File: config.mk
export PLATFORM = sky130hd
export DESIGN_NAME = ps2_mouse_cursor_tracker
export DESIGN_NICKNAME = d
export VERILOG_FILES = /design/src/sv/ps2mct_pkg.sv /design/src/sv/ps2mct_in_stage.sv /design/src/sv/ps2mct_core.sv /design/src/sv/ps2mct_out_buf.sv /design/src/sv/ps2_mouse_cursor_tracker.sv
export SDC_FILE = /design/constraint.sdc
export NUM_CORES = 1
export LEC_CHECK = 0
export BUFFER_PORTS_ARGS = -buffer_cell sky130_fd_sc_hd__buf_2
export CAP_MARGIN = 20
export CORE_MARGIN = 5
export CORE_UTILIZATION = 50
export DETAILED_ROUTE_END_ITERATION = 10
export PLACE_DENSITY = 0.68
export SLEW_MARGIN = 20
export SYNTH_ARGS = -nofsm -noshare
export SYNTH_HDL_FRONTEND = slang
export SYNTH_SLANG_ARGS = --single-unit
export TNS_END_PERCENT = 50
File: constraint.sdc
create_clock -name clk -period 3.38 [get_ports clk]
set_input_delay 0.169 -clock clk [delete_from_list [all_inputs] [get_ports clk]]
set_output_delay 0.169 -clock clk [all_outputs]
set_load 0.02 [all_outputs]
File: src/sv/ps2mct_pkg.sv
// shared types and constants for the ps/2 mouse cursor tracker
package ps2mct_pkg;

    localparam int unsigned POS_W     = 10;
    localparam int unsigned BYTE_W    = 8;
    localparam int unsigned CFG_IDX_W = 2;

    // register indexes of the configuration port
    localparam logic [CFG_IDX_W-1:0] CFG_MAX_X = 2'd0;
    localparam logic [CFG_IDX_W-1:0] CFG_MAX_Y = 2'd1;

    localparam logic [POS_W-1:0] RESET_MAX_X = 10'd1020;
    localparam logic [POS_W-1:0] RESET_MAX_Y = 10'd760;
    localparam logic [POS_W-1:0] RESET_POS_X = 10'd512;
    localparam logic [POS_W-1:0] RESET_POS_Y = 10'd384;

    localparam int unsigned SYNC_BIT = 3;

    typedef enum logic [1:0] {
        PH_HEADER  = 2'd0,
        PH_DELTA_X = 2'd1,
        PH_DELTA_Y = 2'd2
    } phase_t;

    typedef struct packed {
        logic [BYTE_W-1:0] data_byte;
        logic              from_mouse;
    } in_item_t;

    typedef struct packed {
        logic [POS_W-1:0] cursor_x;
        logic [POS_W-1:0] cursor_y;
        logic             left_button;
    } out_item_t;

endpackage

File: src/sv/ps2mct_in_stage.sv
// input register stage holding one item for the packet logic
module ps2mct_in_stage
    import ps2mct_pkg::*;
(
    input  logic     clk,
    input  logic     rst_n,
    input  logic     in_valid,
    output logic     in_ready,
    input  in_item_t in_item,
    output logic     s1_valid,
    output in_item_t s1_item,
    input  logic     s1_take
);

    logic     valid_reg;
    logic     valid_next;
    in_item_t item_reg;
    logic     accept;

    assign in_ready = !valid_reg || s1_take;
    assign accept   = in_valid && in_ready;

    always_comb
    begin
        valid_next = valid_reg;
        if (accept)
        begin
            valid_next = 1'b1;
        end
        else if (s1_take)
        begin
            valid_next = 1'b0;
        end
    end

    always_ff @(posedge clk or negedge rst_n)
    begin
        if (!rst_n)
        begin
            valid_reg <= 1'b0;
        end
        else
        begin
            valid_reg <= valid_next;
        end
    end

    always_ff @(posedge clk)
    begin
        if (accept)
        begin
            item_reg <= in_item;
        end
    end

    assign s1_valid = valid_reg;
    assign s1_item  = item_reg;

endmodule

File: src/sv/ps2mct_core.sv
// packet assembly, cursor update with clamping, and limit registers
module ps2mct_core
    import ps2mct_pkg::*;
(
    input  logic                 clk,
    input  logic                 rst_n,
    input  logic                 cfg_valid,
    output logic                 cfg_ready,
    input  logic [CFG_IDX_W-1:0] cfg_index,
    input  logic [POS_W-1:0]     cfg_data,
    input  logic                 s1_valid,
    input  in_item_t             s1_item,
    output logic                 s1_take,
    input  logic                 buf_full,
    output logic                 push,
    output out_item_t            result
);

    phase_t            phase_reg;
    phase_t            phase_next;
    logic [BYTE_W-1:0] header_reg;
    logic [BYTE_W-1:0] header_next;
    logic [BYTE_W-1:0] dx_reg;
    logic [BYTE_W-1:0] dx_next;
    logic [POS_W-1:0]  pos_x_reg;
    logic [POS_W-1:0]  pos_x_next;
    logic [POS_W-1:0]  pos_y_reg;
    logic [POS_W-1:0]  pos_y_next;
    logic [POS_W-1:0]  max_x_reg;
    logic [POS_W-1:0]  max_y_reg;

    logic              needs_push;
    logic              fire;
    logic              sync;
    logic signed [POS_W+1:0] sum_x;
    logic signed [POS_W+1:0] sum_y;
    logic [POS_W-1:0]  clamp_x;
    logic [POS_W-1:0]  clamp_y;

    assign cfg_ready  = 1'b1;
    assign needs_push = s1_item.from_mouse && (phase_reg == PH_DELTA_Y);
    // items that give no result never wait on the output buffer
    assign s1_take    = s1_valid && (!needs_push || !buf_full);
    assign fire       = s1_take && s1_item.from_mouse;
    assign sync       = s1_item.data_byte[SYNC_BIT];

    // 12-bit signed sums cover -128 .. 1151
    assign sum_x = $signed({2'b00, pos_x_reg})
                 + $signed({{(POS_W+2-BYTE_W){dx_reg[BYTE_W-1]}}, dx_reg});
    assign sum_y = $signed({2'b00, pos_y_reg})
                 - $signed({{(POS_W+2-BYTE_W){s1_item.data_byte[BYTE_W-1]}},
                            s1_item.data_byte});

    always_comb
    begin
        priority if (sum_x[POS_W+1])
        begin
            clamp_x = '0;
        end
        else if (sum_x[POS_W:0] > {1'b0, max_x_reg})
        begin
            clamp_x = max_x_reg;
        end
        else
        begin
            clamp_x = sum_x[POS_W-1:0];
        end
    end

    always_comb
    begin
        priority if (sum_y[POS_W+1])
        begin
            clamp_y = '0;
        end
        else if (sum_y[POS_W:0] > {1'b0, max_y_reg})
        begin
            clamp_y = max_y_reg;
        end
        else
        begin
            clamp_y = sum_y[POS_W-1:0];
        end
    end

    // next packet phase
    always_comb
    begin
        phase_next = phase_reg;
        if (fire)
        begin
            unique case (phase_reg)
                PH_HEADER:  phase_next = sync ? PH_DELTA_X : PH_HEADER;
                PH_DELTA_X: phase_next = PH_DELTA_Y;
                PH_DELTA_Y: phase_next = PH_HEADER;
                default:    phase_next = sync ? PH_DELTA_X : PH_HEADER;
            endcase
        end
    end

    // data captured and results produced per phase
    always_comb
    begin
        header_next = header_reg;
        dx_next     = dx_reg;
        pos_x_next  = pos_x_reg;
        pos_y_next  = pos_y_reg;
        push        = 1'b0;
        if (fire)
        begin
            unique case (phase_reg)
                PH_HEADER:
                begin
                    if (sync)
                    begin
                        header_next = s1_item.data_byte;
                    end
                end
                PH_DELTA_X:
                begin
                    dx_next = s1_item.data_byte;
                end
                PH_DELTA_Y:
                begin
                    pos_x_next = clamp_x;
                    pos_y_next = clamp_y;
                    push       = 1'b1;
                end
                default:
                begin
                    if (sync)
                    begin
                        header_next = s1_item.data_byte;
                    end
                end
            endcase
        end
    end

    assign result.cursor_x    = clamp_x;
    assign result.cursor_y    = clamp_y;
    assign result.left_button = header_reg[0];

    always_ff @(posedge clk or negedge rst_n)
    begin
        if (!rst_n)
        begin
            phase_reg <= PH_HEADER;
            pos_x_reg <= RESET_POS_X;
            pos_y_reg <= RESET_POS_Y;
            max_x_reg <= RESET_MAX_X;
            max_y_reg <= RESET_MAX_Y;
        end
        else
        begin
            phase_reg <= phase_next;
            pos_x_reg <= pos_x_next;
            pos_y_reg <= pos_y_next;
            if (cfg_valid && cfg_ready)
            begin
                unique case (cfg_index)
                    CFG_MAX_X: max_x_reg <= cfg_data;
                    CFG_MAX_Y: max_y_reg <= cfg_data;
                    default:   ;
                endcase
            end
        end
    end

    always_ff @(posedge clk)
    begin
        header_reg <= header_next;
        dx_reg     <= dx_next;
    end

`ifndef ASSERT_OFF
    a_push_only_third_byte: assert property (@(posedge clk) disable iff (!rst_n)
        push |-> (phase_reg == PH_DELTA_Y) && s1_item.from_mouse && !buf_full)
        else $error("result pushed outside the third mouse byte");

    a_phase_back_to_header: assert property (@(posedge clk) disable iff (!rst_n)
        push |=> (phase_reg == PH_HEADER))
        else $error("packet phase did not return to header after a result");

    a_result_in_limits: assert property (@(posedge clk) disable iff (!rst_n)
        push |-> (result.cursor_x <= max_x_reg) && (result.cursor_y <= max_y_reg))
        else $error("cursor position beyond its limit");
`endif

endmodule

File: src/sv/ps2mct_out_buf.sv
// two-entry result buffer between the packet logic and the output channel
module ps2mct_out_buf
    import ps2mct_pkg::*;
(
    input  logic      clk,
    input  logic      rst_n,
    input  logic      push,
    input  out_item_t result,
    output logic      buf_full,
    output logic      out_valid,
    input  logic      out_ready,
    output out_item_t out_item
);

    out_item_t  mem_reg [2];
    logic       wr_ptr_reg;
    logic       rd_ptr_reg;
    logic [1:0] count_reg;
    logic [1:0] count_next;
    logic       pop;

    assign buf_full  = (count_reg == 2'd2);
    assign out_valid = (count_reg != 2'd0);
    assign out_item  = mem_reg[rd_ptr_reg];
    assign pop       = out_valid && out_ready;

    always_comb
    begin
        count_next = count_reg;
        unique case ({push, pop})
            2'b10:   count_next = count_reg + 2'd1;
            2'b01:   count_next = count_reg - 2'd1;
            default: count_next = count_reg;
        endcase
    end

    always_ff @(posedge clk or negedge rst_n)
    begin
        if (!rst_n)
        begin
            wr_ptr_reg <= 1'b0;
            rd_ptr_reg <= 1'b0;
            count_reg  <= 2'd0;
        end
        else
        begin
            count_reg <= count_next;
            if (push)
            begin
                wr_ptr_reg <= !wr_ptr_reg;
            end
            if (pop)
            begin
                rd_ptr_reg <= !rd_ptr_reg;
            end
        end
    end

    always_ff @(posedge clk)
    begin
        if (push)
        begin
            mem_reg[wr_ptr_reg] <= result;
        end
    end

`ifndef ASSERT_OFF
    a_no_overflow: assert property (@(posedge clk) disable iff (!rst_n)
        push |-> !buf_full)
        else $error("item pushed into full result buffer");

    a_count_bound: assert property (@(posedge clk) disable iff (!rst_n)
        count_reg != 2'd3)
        else $error("result buffer count out of range");
`endif

endmodule

File: src/sv/ps2_mouse_cursor_tracker.sv
// top level of the ps/2 mouse cursor tracker
// Takes one controller byte per item (with a flag for the mouse port) and one item per
// clock cycle. Keyboard bytes are dropped; mouse bytes are assembled into three-byte
// packets, a packet starting only on a byte with bit 3 set. On the third byte the X
// delta is added, the Y delta subtracted, each position clamped to 0..max_x / 0..max_y,
// and one result item carries the new position and the left button bit. An item is
// held in the input register; its result is then written into the two-entry output
// buffer, from which it is offered on the output channel. The single add-and-clamp pass
// between input register and output buffer sets the rate of one item per cycle. Input
// stalls only while a third packet byte waits on a full output buffer; other bytes
// never wait. Configuration writes (index 0 max_x, index 1 max_y, others ignored)
// are always ready; the user must keep them to idle periods, as the block does not
// enforce this.
module ps2_mouse_cursor_tracker
    import ps2mct_pkg::*;
(
    input  logic                 clk,
    input  logic                 rst_n,
    input  logic                 in_valid,
    output logic                 in_ready,
    input  in_item_t             in_item,
    output logic                 out_valid,
    input  logic                 out_ready,
    output out_item_t            out_item,
    input  logic                 cfg_valid,
    output logic                 cfg_ready,
    input  logic [CFG_IDX_W-1:0] cfg_index,
    input  logic [POS_W-1:0]     cfg_data
);

    logic      s1_valid;
    in_item_t  s1_item;
    logic      s1_take;
    logic      buf_full;
    logic      push;
    out_item_t result;

    ps2mct_in_stage u_in_stage (
        .clk      (clk),
        .rst_n    (rst_n),
        .in_valid (in_valid),
        .in_ready (in_ready),
        .in_item  (in_item),
        .s1_valid (s1_valid),
        .s1_item  (s1_item),
        .s1_take  (s1_take)
    );

    ps2mct_core u_core (
        .clk       (clk),
        .rst_n     (rst_n),
        .cfg_valid (cfg_valid),
        .cfg_ready (cfg_ready),
        .cfg_index (cfg_index),
        .cfg_data  (cfg_data),
        .s1_valid  (s1_valid),
        .s1_item   (s1_item),
        .s1_take   (s1_take),
        .buf_full  (buf_full),
        .push      (push),
        .result    (result)
    );

    ps2mct_out_buf u_out_buf (
        .clk       (clk),
        .rst_n     (rst_n),
        .push      (push),
        .result    (result),
        .buf_full  (buf_full),
        .out_valid (out_valid),
        .out_ready (out_ready),
        .out_item  (out_item)
    );

endmodule
==> results of run 1 <==
==> cell type report <==
type                       instances  area, um2
fill                             872       4050
sequential                       107       3000
multi-input combinational        341       2890
timing repair buffer             111        792
clock buffer                       9        225
tap                              143        179
inverter                          42        158
clock inverter                     7       68.8
==> logic make-up after synthesis <==
family / count (synthesis) / share of synthesized area
flops: 107 / 0.521
other cells: 1 / 0.000651
buf+inv: 56 / 0.0400
compound gates: 87 / 0.0976
xor+xnor: 20 / 0.0304
mux: 52 / 0.0974
fa+ha+maj: 47 / 0.105
simple gates: 134 / 0.108
==> what timing repair did <==
item / 4_1_cts / 5_1_grt
setup endpoints to repair: 60 / 60
buffers inserted: 6 / 4
endpoints found under the hold margin: 26 / 0
gates resized for setup: 60 / 29
pin swaps: 20 / 21
hold buffers: 10 / 0
==> power groups by stage <==
stage	Combinational [mW]	Clock, mW	Sequential (mW)
detailed placement	2.92	0	1.97
global placement	2.86	0	1.96
CTS	3.51	1.05	1.96
global route	4.22	1.10	1.99
finish	3.91	1.04	1.96
floorplan	2.05	0	1.84
==> layer usage <==
| metal | GRT usage | up-vias |
|---|---|---|
| met5 | 0 | - |
| met2 | 0.322 | 133 |
| met1 | 0.283 | 2057 |
| li1 | - | 2020 |
| met4 | 0.0529 | 0 |
| met3 | 0.0467 | 18 |
==> worst max path at each step <==
| stage | start | end | slack, ns | cells past startpoint |
|---|---|---|---|---|
| finish | u_core.pos_x_reg[2]$_DFFE_PN0P_ | u_core.pos_x_reg[5]$_DFFE_PN0P_ | -0.13 | 17 |
| global route | u_core.pos_x_reg[3]$_DFFE_PN0P_ | u_core.pos_x_reg[5]$_DFFE_PN0P_ | -0.28 | 17 |
| CTS | u_core.dx_reg[1]$_DFFE_PP_ | u_out_buf.mem_reg[0][18]$_DFFE_PP_ | -0.11 | 16 |
| detailed placement | u_in_stage.s1_item[1]$_DFFE_PP_ | u_out_buf.mem_reg[1][4]$_DFFE_PP_ | -0.37 | 15 |
| global placement | u_in_stage.s1_item[1]$_DFFE_PP_ | u_out_buf.mem_reg[0][5]$_DFFE_PP_ | -0.41 | 15 |
| floorplan | u_core.pos_x_reg[4]$_DFFE_PN0P_ | u_out_buf.mem_reg[0][11]$_DFFE_PP_ | 0.19 | 13 |
==> worst max-delay path: stages (launching register included) <==
cell and delay (ns):
dfrtp_1 0.41, ha_1 0.33, buf_4 0.15, nor2b_4 0.12
o31a_4 0.30, o21a_1 0.19, nor2_2 0.13, xnor2_2 0.17
ha_1 0.30, nand3_1 0.11, nor2_1 0.06, a21oi_1 0.14
o21ai_1 0.09, nand4_1 0.16, buf_6 0.19, mux2i_4 0.29
buf_4 0.15, o21ai_1 0.07
==> layout by cell type (no fill, tap or decap), types with 3 or more instances in the layout <==
master         count
a21o_1             3
a21oi_1           11
and2_1             3
and3_1             4
buf_2             48
buf_4             42
buf_6              9
clkbuf_16          9
dfrtp_1           30
dfstp_2           17
dlygate4sd3_1     10
edfxtp_1          60
ha_1              42
inv_1             42
mux2_2            32
mux2i_1            3
mux2i_2            3
mux2i_4           14
nand2_1           38
nand2b_1           3
nand3_1           12
nand4_1            5
nor2_1            35
nor2_2            13
nor2b_1            4
nor3_1             5
o211ai_1           3
o21a_1             7
o21ai_0           16
o21ai_1           16
o21ai_2            7
xnor2_1           11
xnor2_2            5
xor2_1             4
==> metrics by stage <==
| step | power (mW) | setup TNS, ns | worst slack (ns) |
|---|---|---|---|
| 3_3_place_gp | 4.81 | -10.72 | -0.410 |
| 5_1_grt | 7.30 | -12.69 | -0.281 |
| 2_1_floorplan | 3.89 | 0 | 0.187 |
| 4_1_cts | 6.52 | -3.33 | -0.110 |
| 3_5_place_dp | 4.89 | -12.42 | -0.373 |
| 6_report | 6.91 | -2.49 | -0.126 |
==> reports/summary.txt, run 1 <==
Row count: 39
DP HPWL: 9.93 mm
RSZ-0062 raised after global routing: yes
Input/output buffers: 48
Post-Route WL: 14.1 mm
Worst-Skew Late Latency: 0.35 ns
Post-synthesis sequential area ratio: 0.521
Routed length on met3: 778 um
Post-Synthesis Cells: 504
Slew margin rel.: 0.374
WL/cell: 18.6 um
Post-route cell area: 0.00732 mm2
Vias per Instance: 5.56
Ranking of synthesized cells by area: edfxtp_1 31%, dfrtp_1 13%, ha_1 9.8%
Final core occ: 0.643
Crit Path Class: reg2reg
Final Setup Violations: 48
Max reg flops: 42
Boundary pin count: 50
CTS clk-pin slew, worst paths: 0.07 ns
Worst slew pin tran: 0.939 ns
VDD IR-drop max: 0.000403 V
Yosys warns: 0
Mean post-synth cell area: 11.4 um2
Die width: 117 um
Max-cap violations: 0
Outcome: finished with violations
Post-DP Area: 0.00645 mm2
Core ar.: 0.0114 mm2
Met2 Wirelength: 6.82 mm
Vias in the first global route: 4310
Psw: 2.74 mW
Hold Path Origin: in_valid
CP endpoint kind: flip-flop
Asr flop ratio synth: 0.439
Flop pwr share: 0.284
Via count: 4228
Starting Density: 0.506
ANT nets after route: 0
Total die area: 0.0138 mm2
FF-to-FF Start: u_core.pos_x_reg[2]$_DFFE_PN0P_
Htree depth: 3
Final worst slack: -0.126 ns
Reg2reg setup slack: -0.13 ns
RePlAce Congestion: 0.903
Pint: 4.17 mW
Largest net degree at the start of global routing: 30
Clock power share: 0.150
Synth unique cells: 56
Num CTS Buffers: 9
Fmax: 285 MHz
Remaining Overflow, GRT: 0
WHS: 0.0156 ns
Commonest cells in the netlist: 60 x edfxtp_1, 48 x nor2_1, 45 x ha_1
Die height: 117 um
Nets@finish: 685
Crit path required time: 3.60 ns
Failing checks: negative setup slack
DR iter-0 viols: 193
Initial antenna violation count: 0
Switching share of total power: 0.397
PwrDens: 944 mW/mm2
Top routing layer in use: met4
Most frequent cell after synthesis: edfxtp_1
Routed metal-1 wirelength: 6.27 mm
Crit Path Max Fanout: 5
Syn_nets: 577
Synthesized area: 0.00576 mm2
Endpoints failing hold: 0
First-pass GRT wire length: 22.4 mm
Data arrival, critical path: 3.72 ns
Power share of the combinational group: 0.566
CTS tree: yes
Final Cycle Share: 1.04
Yosys reg bits: 107
R2R cell count: 17
Number of synthesized flops with an enable pin: 60
ANT cells: 0
Crit Reg-Reg Endpoint: u_core.pos_x_reg[5]$_DFFE_PN0P_
Top FF cell, synth: edfxtp_1
DR pass1 iterations: 5
Clk_skew: 0.00735 ns
Hold Crit Endpoint: u_in_stage.s1_valid$_DFFE_PN0P_
Drt drc: 0
P&R area growth vs syn: 27.1%
Worst Hold Depth: 2
Clock Tree Buf Depth: 2
Worst Hold Class: in2reg
Final cell count without fillers: 760
Ratio of cells with drive above 1 in the final layout: 0.374
Fin crit period: 3.51 ns
Inst Count DP: 726
Slew Viols, Final: 0
Synth top area share: 0.313
CTS sink count: 107
CP startpoint kind: flip-flop
Cell taking the most area after synthesis: edfxtp_1
Root Driver: clkbuf_16
All-Layer GR Usage: 0.203
Leak: 3.10 nW
No activity file was read; power rests on OpenSTA's default activity.
==> run 2: changes to the inputs <==
- BUFFER_PORTS_ARGS: -buffer_cell sky130_fd_sc_hd__buf_2 -> -buffer_cell sky130_fd_sc_hd__clkbuf_2
- SYNTH_HIERARCHICAL: unset -> 1
==> run 2 against run 1 <==
Against the previous run:
- the flow still finishes with violations (negative setup slack)
- hold slack got worse by 0.0094 ns
- clock power barely moved
- first-iteration DRC count rose by 8.8%
- total power is 1.6% lower
- synthesized area fell by 0.57%
- via count fell by 2.8%
- worst setup slack worse by 0.29 ns
- count of clock-buffer cells in the layout is the same
- combinational power shrank 3%
- global-route usage up 0.050 points
- maximum frequency shrank 7.7%
- largest power group unchanged
==> reports/summary.txt, run 2 <==
DR iter-0 viols: 210
Syn_nets: 558
Post-Route WL: 13.6 mm
PwrDens: 923 mW/mm2
Max-cap violations: 0
Psw: 2.63 mW
CTS sink count: 107
Input/output buffers: 48
Reg2reg setup slack: -0.42 ns
Busiest grt layer: met2
CTS clk-pin slew, worst paths: 0.08 ns
Power share of the combinational group: 0.557
Main combinational cell family by area after synthesis: adder cells
Final Setup Violations: 60
Worst slew pin tran: 0.892 ns
Via count: 4109
Commonest non-fill, non-tap cell in the layout: buf_4
Met3 usage: 0.0365
Drt drc: 0
Clock power share: 0.152
Die width: 117 um
Fin crit period: 3.80 ns
Adder-Cell Fraction of Synth Area: 0.105
Max reg flops: 42
Switching share of total power: 0.387
Core ar.: 0.0113 mm2
ANT cells: 0
Flop pwr share: 0.291
Nets@finish: 690
Worst-Skew Late Latency: 0.35 ns
Vias per Instance: 5.37
Leading cell types in the layout, fill and taps excluded: 71 x buf_4, 60 x edfxtp_1, 48 x clkbuf_2
RePlAce Congestion: 0.871
Crit Path Max Fanout: 5
Synth unique cells: 57
XOR/XNOR share of the synthesized area: 0.0321
Die height: 117 um
Clk_skew: 0.00856 ns
DR pass1 iterations: 5
VDD IR-drop max: 0.000473 V
Final worst slack: -0.418 ns
M1 GR Usage: 0.282
Synthesized area: 0.00572 mm2
Ranking of synthesized cells by area: edfxtp_1 31%, dfrtp_1 13%, ha_1 9.8%
WL/cell: 17.7 um
Htree depth: 3
Num CTS Buffers: 9
Post-Synthesis Cells: 485
First-pass GRT wire length: 21.1 mm
Synth top area share: 0.315
P&R area growth vs syn: 28.7%
Post-place setup slack: -0.615 ns
Most frequent cell after synthesis: edfxtp_1
Starting Density: 0.506
Leak: 3.18 nW
Initial antenna violation count: 0
RSZ-0062 raised after global routing: yes
Clock Tree Buf Depth: 2
Post-synthesis sequential area ratio: 0.524
Post-DP Area: 0.00660 mm2
ANT nets after route: 0
Commonest cells in the netlist: 60 x edfxtp_1, 46 x inv_1, 45 x ha_1
Root Driver: clkbuf_16
Slew Viols, Final: 0
Total die area: 0.0137 mm2
Final Cycle Share: 1.12
Data arrival, critical path: 3.90 ns
Final cell count without fillers: 765
Pint: 4.17 mW
Yosys warns: 6
CP startpoint kind: flip-flop
All-Layer GR Usage: 0.204
CP endpoint kind: flip-flop
CTS tree: yes
Mean post-synth cell area: 11.8 um2
Number of synthesized flops with an enable pin: 60
Asr flop ratio synth: 0.439
Failing checks: negative setup slack
Grt met2 use: 0.338
Synth Area in Compound Gates: 0.101
Yosys reg bits: 107
Boundary pin count: 50
Inst Count DP: 732
Slew margin rel.: 0.406
Top FF cell, synth: edfxtp_1
Ratio of cells with drive above 1 in the final layout: 0.408
Vias in the first global route: 4130
Row count: 39
Crit path required time: 3.48 ns
DP HPWL: 9.99 mm
Outcome: finished with violations
Fmax: 263 MHz
Synth Area in Simple Gates: 0.0962
Post-synthesis mux area share: 0.0979
Largest net degree at the start of global routing: 31
Remaining Overflow, GRT: 0
Endpoints failing hold: 0
Crit Path Class: reg2reg
Worst Hold Class: in2reg
Post-route cell area: 0.00737 mm2
Cell taking the most area after synthesis: edfxtp_1
[run 2: final timing paths]
path,start,to,depth (start not counted)
max,u_in_stage/s1_item[1]$_DFFE_PP_,u_out_buf/mem_reg[0][4]$_DFFE_PP_,15
min,in_item[8],u_in_stage/s1_item[8]$_DFFE_PP_,1
max reg2reg,u_in_stage/s1_item[1]$_DFFE_PP_,u_out_buf/mem_reg[0][4]$_DFFE_PP_,15
min reg2reg,u_core/pos_y_reg[8]$_DFFE_PN1P_,u_core/pos_y_reg[8]$_DFFE_PN1P_,2
max in group asynchronous,rst_n,u_core/max_x_reg[5]$_DFFE_PN1P_,3
min in group asynchronous,rst_n,u_core/pos_y_reg[9]$_DFFE_PN0P_,2
[run 2: power groups by stage]
| stage | registers (mW) | clock network, mW | logic, mW |
|---|---|---|---|
| after CTS | 1.96 | 1.05 | 3.46 |
| after detailed placement | 1.98 | 0 | 3.10 |
| after floorplan | 1.86 | 0 | 2.03 |
| after global placement | 1.97 | 0 | 3.03 |
| final | 1.98 | 1.04 | 3.79 |
| after global routing | 2.00 | 1.11 | 4.10 |
[run 2: cell families after synthesis]
| group | Yosys count |
|---|---|
| DFF | 107 |
| xor gates and xnor gates | 21 |
| AOI/OAI and AO/OA | 86 |
| muxes | 52 |
| other | 1 |
| and+or+nand+nor | 112 |
| buffers and inverters | 59 |
| adders and majority gates | 47 |
[run 2: metrics by stage]
step | setup TNS (ns) | utilization | hold WS, ns | total power [mW]
CTS | -14.85 | 0.635 | 0.00131 | 6.47
floorplan | 0 | - | -0.127 | 3.89
finish | -17.27 | 0.651 | 0.00624 | 6.80
global placement | -17.46 | 0.583 | 0.279 | 5.00
global route | -26.07 | 0.651 | 0.00339 | 7.22
detailed placement | -22.88 | 0.583 | 0.292 | 5.08
[run 2: cell type report]
| cell class | count | area [um2] |
|---|---|---|
| Clock buffer | 9 | 225 |
| Clock inverter | 7 | 66.3 |
| Fill cell | 877 | 3960 |
| Inverter | 46 | 173 |
| Multi-Input combinational cell | 319 | 2790 |
| Sequential cell | 107 | 3000 |
| Tap cell | 143 | 179 |
| Timing Repair Buffer | 134 | 932 |
[run 2: critical path: stages, from the launching register on]
cell      delay [ns]
edfxtp_1        0.43
ha_2            0.22
fa_2            0.37
nor2b_4         0.13
o31a_1          0.16
o21ai_2         0.07
a22oi_2         0.13
xor2_1          0.25
ha_1            0.30
and3_4          0.19
a221oi_2        0.24
nand2_1         0.13
a211oi_4        0.30
buf_6           0.23
mux2i_4         0.30
nor2_2          0.08
[run 2: timing repair]
| action | in CTS | in global routing |
|---|---|---|
| pin swaps | 13 | 10 |
| setup endpoints to repair | 60 | 60 |
| gates cloned | 0 | 0 |
| hold endpoints to repair | 26 | 0 |
| resized for setup | 34 | 32 |
| hold buffers | 8 | 0 |
| buffers inserted | 6 | 3 |
[run 2: routing by layer]
| layer | share of wire | vias up | wire length [um] |
|---|---|---|---|
| li1 | - | 1994 | - |
| met1 | 0.44 | 1988 | 5980 |
| met2 | 0.50 | 117 | 6770 |
| met3 | 0.053 | 10 | 720 |
| met4 | 0.0071 | 0 | 97 |
| met5 | 0 | - | 0 |
==> run 3: changes to the inputs <==
- RECOVER_POWER: unset -> 25
- SYNTH_HIERARCHICAL: 1 -> unset
==> run 3 against run 2 <==
Against the previous run:
- critical path type unchanged
- utilization shrank 0.49 points
- count of clock-buffer cells in the layout grew 1
- first-iteration DRC count grew 46%
- non-clock buffer count shrank 22
- highest routed layer unchanged
- total power grew 1.0%
- hold slack gained 0.018 ns
- critical endpoint is now u_out_buf.mem_reg[0][13]$_DFFE_PP_
- final area shrank 0.32%
- worst setup slack gained 0.27 ns
- routed wire length grew 4.1%
- the run ends with max-capacitance violations, max-slew violations, negative setup slack left
- clock power shrank 4%
- maximum frequency grew 7.7%
==> reports/summary.txt, run 3 (synthesis results as in run 1) <==
Outcome: finished with violations
Failing checks: max-capacitance violations, max-slew violations, negative setup slack
Clk_skew: 0.00655 ns
Critical Path Max Stage Delay: 0.42 ns
Endpoints failing hold: 0
Drt drc: 0
Max reg flops: 42
First-pass GRT wire length: 22.4 mm
Crit Path Max Fanout: 5
Reg2reg setup slack: -0.15 ns
ANT nets after route: 0
Starting Density: 0.506
Die width: 117 um
Max-cap violations: 1
CP endpoint kind: flip-flop
Flop pwr share: 0.286
Worst Hold Depth: 2
Die height: 117 um
Slew margin rel.: -0.384
DR pass1 iterations: 4
CP startpoint kind: flip-flop
DP HPWL: 10.2 mm
Psw: 2.73 mW
DR iter-0 viols: 306
Fin crit period: 3.53 ns
Crit Path Class: reg2reg
Total die area: 0.0138 mm2
Htree depth: 3
Root Driver: clkbuf_16
Boundary pin count: 50
Crit Reg-Reg Endpoint: u_out_buf.mem_reg[0][13]$_DFFE_PP_
Leak: 3.08 nW
Crit path required time: 3.49 ns
ANT cells: 0
Clock power share: 0.145
Post-Route WL: 14.1 mm
PwrDens: 936 mW/mm2
Final Power: 6.87 mW
Remaining Overflow, GRT: 0
Worst slew pin tran: 2.08 ns
Num CTS Buffers: 9
Worst Hold Class: in2reg
VDD IR-drop max: 0.000469 V
Hold Crit Endpoint: u_in_stage.s1_valid$_DFFE_PN0P_
Post-DP Area: 0.00645 mm2
Nets@finish: 686
Slowest CP cell: dfrtp_1
Stages on the worst setup path: 17
FF+latch area: 0.00300 mm2
Post-route cell area: 0.00734 mm2
Largest net degree at the start of global routing: 36
Commonest non-fill, non-tap cell in the layout: edfxtp_1
RePlAce Congestion: 0.837
All-Layer GR Usage: 0.204
Clock Tree Buf Depth: 2
Fmax: 284 MHz
CP bufs+invs: 3
R2R cell count: 17
Data arrival, critical path: 3.64 ns
Post-place setup slack: -0.493 ns
Via count: 4225
Worst-Skew Late Latency: 0.35 ns
CTS tree: yes
Final Setup Violations: 52
FILL cells: 849
RSZ-0062 raised after global routing: yes
Area of the multi-input gates: 0.00295 mm2
FF-to-FF Start: u_core.pos_x_reg[1]$_DFFE_PN0P_
Vias in the first global route: 4391
Power share of the combinational group: 0.569
Input/output buffers: 48
WHS: 0.0246 ns
CTS clk-pin slew, worst paths: 0.07 ns
Final worst slack: -0.147 ns
CP Cell Sequence: ha_4, a21oi_4, o211ai_1, o311ai_4, or2b_1, xnor2_2, ha_4, buf_6, nand4_1, nor2_1, a21oi_1, o21ai_1, nand4_1, buf_6, mux2i_2, buf_4, nor2_2
Hold Path Origin: in_valid
Pint: 4.14 mW
Vias per Instance: 5.55
CTS sink count: 107
Row count: 39
Switching share of total power: 0.398
Core ar.: 0.0114 mm2
Final Cycle Share: 1.04
Slew Viols, Final: 36
Ratio of cells with drive above 1 in the final layout: 0.375
WL/cell: 18.6 um
Initial antenna violation count: 0
Delay-heaviest family, CP: compound AO/OA/AOI/OAI gates
P&R area growth vs syn: 27.5%
Leading cell types in the layout, fill and taps excluded: 60 x edfxtp_1, 46 x clkbuf_2, 42 x inv_1
run 3: cell count changes in the layout (fill, tap and decap cells not counted), sizes merged, moves of 3 or more:
cell / previous run / this run
buf: 78 / 49
o21ai: 24 / 39
nor2: 37 / 48
nand3: 3 / 13
o31ai: 14 / 4
inv: 51 / 43
clkbuf: 57 / 63
a21oi: 18 / 13
nand2: 35 / 38
nand4: 2 / 5
o2111ai: 0 / 3
o211ai: 0 / 3
o22ai: 3 / 0
run 3: per-layer routing:
layer  vias up  global-route usage  wire length [um]
met5         -                   0                 0
met4         0              0.0674               341
met3        29              0.0423               822
met2       133               0.318              6640
met1      2054               0.284              6320
li1       2009                   -                 -
run 3: timing repair:
| item | CTS | global route |
|---|---|---|
| buffers inserted | 4 | 6 |
| setup endpoints to repair | 60 | 60 |
| pin swaps | 18 | 14 |
| resized for setup | 60 | 35 |
| hold endpoints to repair | 29 | 0 |
| hold buffers | 10 | 0 |
run 3: worst max path at each step:
stage	startpoint	end	slack, ns
finish	u_core.pos_x_reg[1]$_DFFE_PN0P_	u_out_buf.mem_reg[0][13]$_DFFE_PP_	-0.15
global route	u_core.dx_reg[1]$_DFFE_PP_	u_out_buf.mem_reg[1][13]$_DFFE_PP_	-0.29
CTS	u_core.pos_x_reg[1]$_DFFE_PN0P_	u_out_buf.mem_reg[1][15]$_DFFE_PP_	-0.19
detailed placement	u_in_stage.s1_item[1]$_DFFE_PP_	u_out_buf.mem_reg[0][4]$_DFFE_PP_	-0.49
global placement	u_in_stage.s1_item[1]$_DFFE_PP_	u_out_buf.mem_reg[1][5]$_DFFE_PP_	-0.43
floorplan	u_core.pos_x_reg[4]$_DFFE_PN0P_	u_out_buf.mem_reg[0][11]$_DFFE_PP_	0.19
run 3: final cells by class:
type,count,share of cell area
flip-flops and latches,107,0.408
multi-input cells,341,0.402
repair buffers,112,0.105
clock buffers,10,0.0312
well taps,143,0.0244
inverters,42,0.0215
clock inverters,6,0.00699
run 3: power groups by stage:
stage	Sequential, mW	Combinational [mW]	Clock, mW
after detailed placement	1.97	2.95	0
after CTS	1.96	3.54	1.01
final	1.97	3.91	0.994
after global routing	1.99	4.21	1.06
after floorplan	1.84	2.05	0
after global placement	1.96	2.86	0
run 3: stage by stage:
step                      setup TNS [ns]  std cells  utilization
after global placement            -11.16        726        0.567
after global routing              -12.87        761        0.646
final                              -4.51        761        0.646
after floorplan                        0        504            -
after CTS                          -6.45        755        0.625
after detailed placement          -18.24        726        0.567
